`config.mk`:
```
export PLATFORM = sky130hd
export DESIGN_NAME = utf8_to_utf16_stream_decoder_unit
export DESIGN_NICKNAME = d
export VERILOG_FILES = /design/src/rtl/core/u8u16_pkg.sv /design/src/rtl/core/utf8_to_utf16_stream_decoder_unit.sv
export SDC_FILE = /design/constraint.sdc
export NUM_CORES = 1
export LEC_CHECK = 0
export ABC_AREA = 0
export BUFFER_PORTS_ARGS = -buffer_cell sky130_fd_sc_hd__buf_2
export CAP_MARGIN = 10
export CELL_PAD_IN_SITES_DETAIL_PLACEMENT = 0
export CELL_PAD_IN_SITES_GLOBAL_PLACEMENT = 1
export CORE_MARGIN = 1
export CORE_UTILIZATION = 40
export CTS_BUF_LIST = sky130_fd_sc_hd__clkbuf_16
export DETAILED_ROUTE_END_ITERATION = 6
export GPL_ROUTABILITY_DRIVEN = 1
export GPL_TIMING_DRIVEN = 0
export PLACE_DENSITY_LB_ADDON = 0.1
export SLEW_MARGIN = 20
export SYNTH_ARGS = -nofsm -noshare
export SYNTH_HDL_FRONTEND = slang
export SYNTH_SLANG_ARGS = --single-unit
export TNS_END_PERCENT = 10
```
`constraint.sdc`:
```
create_clock -name clk -period 4.8 [get_ports clk]
set_input_delay 0.48 -clock clk [delete_from_list [all_inputs] [get_ports clk]]
set_output_delay 0.48 -clock clk [all_outputs]
set_load 0.02 [all_outputs]
```
`src/rtl/core/u8u16_pkg.sv`:
```
// Package: types, constants and microcode store of the UTF-8 to UTF-16 decoder.
package u8u16_pkg;

	localparam int StepW = 3;
	typedef logic [StepW-1:0] step_t;

	// Microprogram addresses
	localparam step_t StWait  = 3'd0;
	localparam step_t StDisp  = 3'd1;
	localparam step_t StFlush = 3'd2;
	localparam step_t StBad   = 3'd3;
	localparam step_t StBmp   = 3'd4;
	localparam step_t StHigh  = 3'd5;
	localparam step_t StLow   = 3'd6;

	localparam logic [15:0] ReplUnit  = 16'hFFFD;
	localparam logic [15:0] HighBase  = 16'hD800;
	localparam logic [15:0] LowBase   = 16'hDC00;
	localparam logic [20:0] SurFirst  = 21'h00D800;
	localparam logic [20:0] SurLast   = 21'h00DFFF;
	localparam logic [20:0] Min2      = 21'h000080;
	localparam logic [20:0] Min3      = 21'h000800;
	localparam logic [20:0] Min4      = 21'h010000;
	localparam logic [20:0] MaxCp     = 21'h10FFFF;

	typedef enum logic [2:0] {EmNone, EmRepl, EmBmp, EmHigh, EmLow} emit_t;
	typedef enum logic [1:0] {ShNone, ShOne, ShLen} shift_t;
	typedef enum logic [1:0] {JmpGoto, JmpAccept, JmpDispatch} jump_t;
	// Dispatch offsets from StFlush; order must match the microprogram layout
	typedef enum logic [1:0] {ClsEnd, ClsBad, ClsBmp, ClsSupp} cls_t;

	typedef struct packed {
		logic   accept;
		logic   flush;
		emit_t  emit;
		shift_t shift;
		jump_t  jump;
		step_t  tgt;
	} cw_t;

	function automatic cw_t ucode(step_t a);
		cw_t w;
		w = '{accept: 1'b0, flush: 1'b0, emit: EmNone, shift: ShNone,
			jump: JmpGoto, tgt: StWait};
		unique case (a)
			StWait: begin
				w.accept = 1'b1;
				w.jump   = JmpAccept;
				w.tgt    = StDisp;
			end
			StDisp: begin
				w.jump = JmpDispatch;
				w.tgt  = StFlush;
			end
			StFlush: begin
				w.flush = 1'b1;
				w.tgt   = StWait;
			end
			StBad: begin
				w.emit  = EmRepl;
				w.shift = ShOne;
				w.tgt   = StDisp;
			end
			StBmp: begin
				w.emit  = EmBmp;
				w.shift = ShLen;
				w.tgt   = StDisp;
			end
			StHigh: begin
				w.emit = EmHigh;
				w.tgt  = StLow;
			end
			StLow: begin
				w.emit  = EmLow;
				w.shift = ShLen;
				w.tgt   = StDisp;
			end
			default: begin
				w.tgt = StWait;
			end
		endcase
		return w;
	endfunction

endpackage

```
`src/rtl/core/utf8_to_utf16_stream_decoder_unit.sv`:
```
// Top level: microcoded UTF-8 to UTF-16 stream decoder.
//
// Input channel: data_byte and discard_pending, handshake byte_valid/byte_ready.
// Output channel: code_unit, is_replacement, last_of_run, handshake
// unit_valid/unit_ready. last_of_run marks the final unit caused by one byte;
// a byte that only extends an unfinished sequence gives no unit at all.
// One item is worked on at a time by a seven-step microprogram. Each item
// passes the wait, dispatch and flush steps; each code point or replacement
// it completes adds an emit step (bad or BMP, or high then low for a
// surrogate pair) and a return to dispatch. A one-unit staging register sits
// in front of the output register. Each unit sits in staging until the next
// unit or the end of the item is known; only then does it move out.
// A stalled receiver holds the output register; a step that must push a unit
// then waits while staging is full. byte_ready is high only in the wait step.
// Reset empties the held bytes, the staging and the output register.
module utf8_to_utf16_stream_decoder_unit
	import u8u16_pkg::*;
(
	input  logic        clk,
	input  logic        arst_n,
	input  logic        byte_valid,
	output logic        byte_ready,
	input  logic [7:0]  data_byte,
	input  logic        discard_pending,
	output logic        unit_valid,
	input  logic        unit_ready,
	output logic [15:0] code_unit,
	output logic        is_replacement,
	output logic        last_of_run
);

	step_t       step_q;
	logic [7:0]  buf_q [4];
	logic [2:0]  cnt_q;
	logic        stg_v_q;
	logic [15:0] stg_code_q;
	logic        stg_repl_q;
	logic        out_v_q;
	logic [15:0] out_code_q;
	logic        out_repl_q;
	logic        out_last_q;

	cw_t         cw;
	cls_t        cls;
	logic [2:0]  len;
	logic [20:0] cp;
	logic [19:0] sup;
	logic        cont_ok;
	logic        range_ok;
	logic [2:0]  sh_amt;
	logic [15:0] new_code;
	logic        new_repl;
	logic        need_push;
	logic        push_ok;
	logic        go;
	logic        move_out;
	logic        take;
	logic [2:0]  base_cnt;
	step_t       step_d;

	// Decode the window starting at the oldest byte
	always_comb begin
		priority if (!buf_q[0][7])              len = 3'd1;
		else if (buf_q[0][7:5] == 3'b110)        len = 3'd2;
		else if (buf_q[0][7:4] == 4'b1110)       len = 3'd3;
		else if (buf_q[0][7:3] == 5'b11110)      len = 3'd4;
		else                                     len = 3'd0;
	end

	always_comb begin
		cont_ok  = 1'b1;
		range_ok = 1'b1;
		cp       = {13'd0, buf_q[0]};
		unique case (len)
			3'd2: begin
				cont_ok  = buf_q[1][7:6] == 2'b10;
				cp       = {10'd0, buf_q[0][4:0], buf_q[1][5:0]};
				range_ok = cp >= Min2;
			end
			3'd3: begin
				cont_ok  = buf_q[1][7:6] == 2'b10 && buf_q[2][7:6] == 2'b10;
				cp       = {5'd0, buf_q[0][3:0], buf_q[1][5:0], buf_q[2][5:0]};
				range_ok = cp >= Min3 && !(cp >= SurFirst && cp <= SurLast);
			end
			3'd4: begin
				cont_ok  = buf_q[1][7:6] == 2'b10 && buf_q[2][7:6] == 2'b10 &&
					buf_q[3][7:6] == 2'b10;
				cp       = {buf_q[0][2:0], buf_q[1][5:0], buf_q[2][5:0], buf_q[3][5:0]};
				range_ok = cp >= Min4 && cp <= MaxCp;
			end
			default: begin
				cp = {13'd0, buf_q[0]};
			end
		endcase
	end

	assign sup = 20'(cp - Min4);

	always_comb begin
		priority if (cnt_q == 3'd0)       cls = ClsEnd;
		else if (len == 3'd0)             cls = ClsBad;
		else if (cnt_q < len)             cls = ClsEnd;
		else if (!cont_ok || !range_ok)   cls = ClsBad;
		else if (len == 3'd4)             cls = ClsSupp;
		else                              cls = ClsBmp;
	end

	assign cw = ucode(step_q);

	always_comb begin
		unique case (cw.shift)
			ShOne:   sh_amt = 3'd1;
			ShLen:   sh_amt = len;
			default: sh_amt = 3'd0;
		endcase
	end

	always_comb begin
		new_repl = 1'b0;
		unique case (cw.emit)
			EmRepl: begin
				new_code = ReplUnit;
				new_repl = 1'b1;
			end
			EmBmp:   new_code = cp[15:0];
			EmHigh:  new_code = HighBase + {6'd0, sup[19:10]};
			EmLow:   new_code = LowBase + {6'd0, sup[9:0]};
			default: new_code = ReplUnit;
		endcase
	end

	assign byte_ready = cw.accept;
	assign take       = byte_valid && cw.accept;
	assign need_push  = (cw.emit != EmNone) || cw.flush;
	assign push_ok    = !stg_v_q || !out_v_q || unit_ready;
	assign go         = !need_push || push_ok;
	assign move_out   = go && need_push && stg_v_q;
	assign base_cnt   = discard_pending ? 3'd0 : cnt_q;

	always_comb begin
		unique case (cw.jump)
			JmpAccept:   step_d = take ? cw.tgt : step_q;
			JmpDispatch: step_d = step_t'(cw.tgt + {1'b0, cls});
			default:     step_d = go ? cw.tgt : step_q;
		endcase
	end

	always_ff @(posedge clk or negedge arst_n) begin
		if (!arst_n) begin
			step_q  <= StWait;
			cnt_q   <= 3'd0;
			stg_v_q <= 1'b0;
			out_v_q <= 1'b0;
		end else begin
			step_q <= step_d;
			if (take) begin
				cnt_q <= base_cnt + 3'd1;
			end else if (go && cw.shift != ShNone) begin
				cnt_q <= cnt_q - sh_amt;
			end
			if (go && cw.emit != EmNone) begin
				stg_v_q <= 1'b1;
			end else if (go && cw.flush) begin
				stg_v_q <= 1'b0;
			end
			if (move_out) begin
				out_v_q <= 1'b1;
			end else if (unit_ready) begin
				out_v_q <= 1'b0;
			end
		end
	end

	// Payload registers
	always_ff @(posedge clk) begin
		if (take) begin
			buf_q[base_cnt[1:0]] <= data_byte;
		end else if (go && cw.shift != ShNone) begin
			for (int j = 0; j < 4; j++) begin
				logic [2:0] src;
				src = 3'(j) + sh_amt;
				if (src < 3'd4) begin
					buf_q[j] <= buf_q[src[1:0]];
				end
			end
		end
		if (go && cw.emit != EmNone) begin
			stg_code_q <= new_code;
			stg_repl_q <= new_repl;
		end
		if (move_out) begin
			out_code_q <= stg_code_q;
			out_repl_q <= stg_repl_q;
			out_last_q <= cw.flush;
		end
	end

	assign unit_valid     = out_v_q;
	assign code_unit      = out_code_q;
	assign is_replacement = out_repl_q;
	assign last_of_run    = out_last_q;

	// Between items nothing is staged and at most three bytes are held
	a_wait_clean: assert property (@(posedge clk) disable iff (!arst_n)
		(step_q == StWait) |-> (!stg_v_q && cnt_q <= 3'd3))
		else $error("staged unit or overfull window while waiting");

	// A non-final unit always has its successor staged behind it
	a_successor: assert property (@(posedge clk) disable iff (!arst_n)
		(out_v_q && !out_last_q) |-> stg_v_q)
		else $error("non-final unit without successor");

	// Consumption never exceeds the bytes present
	a_shift: assert property (@(posedge clk) disable iff (!arst_n)
		(go && cw.shift != ShNone) |-> (sh_amt != 3'd0 && sh_amt <= cnt_q))
		else $error("window shift beyond held bytes");

	// A new item enters only in the wait step
	a_take: assert property (@(posedge clk) disable iff (!arst_n)
		take |=> (step_q == StDisp && cnt_q != 3'd0))
		else $error("accepted item not dispatched");

endmodule
```
======== Word-level counts from Yosys, hierarchy flattened ========
Memories as Yosys holds them, arrays and structs flattened.
Cells that the tools add are included.
storage, ports and cells
  register bits after elaboration ......... 43
  memory bits (writable) .................. 32
  input port bits ......................... 13
  word-level logic and storage cells ...... 141
  memories kept ........................... 1
memory list
  name   words  bits a word  read ports  clocked after memory_dff  wr ports  RTL line                                 source
  buf_q  4      8            8           0                         4         utf8_to_utf16_stream_decoder_unit.sv:33  logic [7:0] buf_q [4];
operators by class
  add/sub/neg operators ................... 9
  $lt $le $gt $ge ......................... 11
  eq/ne operators ......................... 24
  muxes and demuxes ....................... 52
  reductions and logical operators ........ 35
operators by type and width
  operator                number
  $pmux 20 s3             1
  $pmux 16 s3             1
  $add 15x11->16 const A  2
  $mux 1                  27
  $mux 3                  9
  $ge 21x17->1 const B    1
  $le 21x21->1 const B    1
  $sub 20x17->20 const B  1
  $eq 3x2->1 const B      6
  $eq 3x3->1 const B      6
  $ge 16x12->1 const B    1
  $ge 16x16->1 const B    1
  $le 16x16->1 const B    1
  $lt 3x3->1 const B      4
  $pmux 3 s2              2
  $pmux 3 s4              1
  $ge 11x8->1 const B     1
  $logic_and 1x1->1       11
  $eq 2x2->1 const B      5
  $mux 2                  5
  $logic_not 3->1         3
  $pmux 3 s3              1
  $mux 8                  1
  $pmux 2 s2              2
  other kinds (20)        37

======== Longest topological paths before layout ========
An unclocked memory read counts as a cell.
  depth after elaboration ................. 16
  mapped depth ............................ 14
  gate-level depth less buffers ........... 12

======== Least setup slack after synthesis ========
OpenSTA, ideal clock, no wires.
  path kind ............................... reg-to-reg
  start ................................... reg step_q[2]
  end ..................................... mem buf_q[2][0] (enable)
  library setup time ...................... 376 ps
  arrival time ............................ 3123 ps
  data required time ...................... 4424 ps
  path slack .............................. 1300 ps
  cell stages (with the launch flop) ...... 12
  buffers on the path ..................... 4
  clock period less this slack ............ 3500 ps
  path through ............................ dfrtp_1 buf_2 nor4bb_1 a221oi_2 buf_2 clkbuf_1 ha_1 or4_4 a21oi_4 buf_6 nor2_1 o22ai_1
RTL lines
  element                   RTL line                                  source
  start: declaration        utf8_to_utf16_stream_decoder_unit.sv:32   step_t step_q;
  start signal: assignment  utf8_to_utf16_stream_decoder_unit.sv:150  step_q <= StWait;
  start signal: assignment  utf8_to_utf16_stream_decoder_unit.sv:155  step_q <= step_d;
  end: declaration          utf8_to_utf16_stream_decoder_unit.sv:33

==> results.py <==
metrics = {
    "power": {
        "vdd_ir_drop_max_uv": 231,
        "p_total_mw": 3.82,
        "p_leak_nw": 1.99,
        "power_density_nw_per_um2": 689,
    },
    "synth": {
        "synth-async-reset-ratio": 0.107,
        "ys_seq_area_frac": 0.454,
        "synth_nets": 478,
        "synthTopCellsByArea": "edfxtp_1 41%, mux2i_1 13%, dfrtp_1 4.1%, o21ai_0 3.3%, mux2_2 3.0%",
        "synth_edf_count": 67,
        "synthesis.area_um2": 4870,
        "synth-seq-cells": 75,
        "yosys_warnings": 0,
        "avgSynthCellArea_um2": 10.7,
        "synth_top_area_share": 0.413,
        "synth_top_cell_by_area": "edfxtp_1",
        "syn-instance-count": 455,
        "synthFlopType": "edfxtp_1",
        "ys_types": 67,
    },
    "die": {
        "io_pins": 33,
        "coreArea_um2": 11700,
        "std_cell_rows": 39,
        "die_w_um": 112,
        "start_util": 0.418,
        "dieHeight_um": 112,
        "die-area_um2": 12600,
    },
    "critical_path": {
        "r2r_setup_slack_ps": 380,
        "end_kind": "flip-flop",
        "path_max_fanout": 10,
        "critPathArrivalTime_ps": 4380,
        "worst-setup-path-type": "flip-flop to flip-flop",
        "cp-start-kind": "flip-flop",
        "reg2reg_depth": 11,
        "cp.required_ps": 4760,
    },
    "finish": {
        "num-nets-final": 524,
        "drive_gt1_frac": 0.176,
        "fin_cells": 649,
        "syn_to_final_growth_pct": 13.6,
        "antennaDiodeCount": 0,
        "n_fill_cell": 1113,
        "final_common_cell": "edfxtp_1",
        "final_cell_mix": "67 x edfxtp_1, 65 x mux2i_1, 40 x buf_2, 30 x o21ai_0, 25 x a21oi_1",
    },
    "timing": {
        "fin_crit_sh": 0.922,
        "post-route-min-period_ps": 4420,
        "clock_skew_ps": 12.4,
        "setup_violations": 0,
        "tightest_slew_ps": 1070,
        "relSlewSlack": 0.287,
        "rsz0062_at_grt": "false",
        "hold_viol": 0,
        "whs_ps": 417,
        "maxSlewViolCount": 0,
        "max_clock_freq_mhz": 226,
        "fin_tns_setup_ps": 0,
    },
    "cts": {
        "numCtsBuffers": 9,
        "clk_path_buf_depth": 2,
        "htree_levels": 3,
        "clk-insertion-delay-late_ps": 340,
        "clkTransAtPathRegs_ps": 60,
        "clk_root_buffer_cell": "clkbuf_16",
        "cts_tree": "done",
        "cts.sinks": 75,
        "cts_resized": 0,
    },
    "grt": {
        "grt_pass1_vias": 3728,
        "track_usage": 0.218,
        "grt_pass1_wl_mm": 20.9,
        "grt_overflow": 0,
        "grt_max_degree": 20,
        "antenna_found_initial": 0,
    },
    "hold_path": {
        "hp-class": "flip-flop to flip-flop",
        "holdPathStages": 0,
    },
    "placement": {
        "place_congestion": 0.864,
        "dp.cells": 632,
        "dpl.hpwl_mm": 9.53,
        "numPortBuffers": 32,
    },
    "detailed_routing": {
        "drc": 0,
        "via_per_inst": 5.76,
        "ant_nets": 0,
        "vias": 3740,
        "drt_wl_total_mm": 12.9,
        "wl_per_cell_um": 19.8,
        "firstDrtPassIters": 5,
        "drt_iter0_markers": 283,
    },
    "run": {
        "max-cap-violations": 0,
    },
    "status": {
        "status": "complete, no violations",
    },
}
==> Yosys cell counts (all sizes together), types with 5 or more instances <==
master  number
nand2       24
o22ai        5
mux2        13
nand3b       5
ha           8
nor4         5
clkbuf      21
edfxtp      67
mux2i       65
inv         22
dfrtp        8
nor3         8
a31oi        6
o31ai        6
a21oi       26
o21ai       34
nor2        22
buf         17
a22oi       15
nor2b        8
==> flip-flops by register name, summed over array words and instances, names as in the netlist <==
register,count
stg_repl_q,1
stg_code_q,16
buf_q,32
step_q,3
unit_valid,1
is_replacement,1
cnt_q,3
last_of_run,1
code_unit,16
stg_v_q,1
==> area by class of cell <==
cell class	instances	area (um2)	share of cell area
Sequential cell	75	2210	0.399
Clock buffer	9	225	0.0407
Clock inverter	7	57.6	0.0104
Inverter	22	82.6	0.0149
Buffer	38	183	0.0330
Tap cell	143	179	0.0323
Multi-Input combinational cell	320	2410	0.435
Timing Repair Buffer	35	189	0.0341
==> path summary, 6_finish.rpt <==
kind,startpoint,endpoint
max,step_q[2]$_DFFE_PN0P_,buf_q[2][1]$_DFFE_PP_
min,stg_code_q[9]$_DFFE_PP_,code_unit[9]$_DFFE_PP_
max reg2reg,step_q[2]$_DFFE_PN0P_,buf_q[2][1]$_DFFE_PP_
min reg2reg,stg_code_q[9]$_DFFE_PP_,code_unit[9]$_DFFE_PP_
max in group asynchronous,arst_n,unit_valid$_DFFE_PN0P_
min in group asynchronous,arst_n,cnt_q[0]$_DFFE_PN0P_
==> where the power goes <==
| part | switching [mW] | internal [mW] |
|---|---|---|
| clock | 0.282 | 0.358 |
| sequential | 0.151 | 1.05 |
| combinational | 1.23 | 0.746 |
==> logic make-up (layout without fill, tap and decap cells) <==
group	count (synthesis)	after routing	synth area share
adders and majority gates	10	10	0.0287
DFF	75	75	0.454
muxes	78	78	0.164
buffers and inverters	60	111	0.0544
AOI/OAI and AO/OA	127	127	0.174
xor gates and xnor gates	3	3	0.00539
and+or+nand+nor	102	102	0.121
==> per-stage QoR <==
| step | instance area (um2) | util | worst slack (ps) |
|---|---|---|---|
| after floorplan | 4870 | - | 1300 |
| after global placement | 5210 | 0.447 | 231 |
| after detailed placement | 5250 | 0.450 | 345 |
| after CTS | 5540 | 0.475 | 312 |
| after global routing | 5540 | 0.475 | 23.1 |
| final | 5540 | 0.475 | 376 |
==> critical path, cell delays in order (launching register included) <==
cell	delay, ps
dfrtp_1	420
buf_2	250
nor4bb_1	350
a221oi_2	150
buf_2	250
clkbuf_1	280
ha_1	320
or4_4	590
a21oi_4	320
buf_6	220
nor2_1	50
o22ai_1	820
==> layer usage <==
metal / global-route usage / vias to the layer above / part of all wire
met5: 0 / - / 0
met3: 0.0319 / 15 / 0.042
met1: 0.290 / 1804 / 0.47
met2: 0.363 / 90 / 0.47
li1: - / 1831 / -
met4: 0.0773 / 0 / 0.014
==> timing repair <==
| item | CTS | global route |
|---|---|---|
| setup buffers | 0 | 0 |
| hold endpoints to repair | 8 | 0 |
| setup endpoints to repair | 0 | 0 |
| hold buffers | 1 | 0 |
Note: power is estimated with default switching activity, not from simulation.
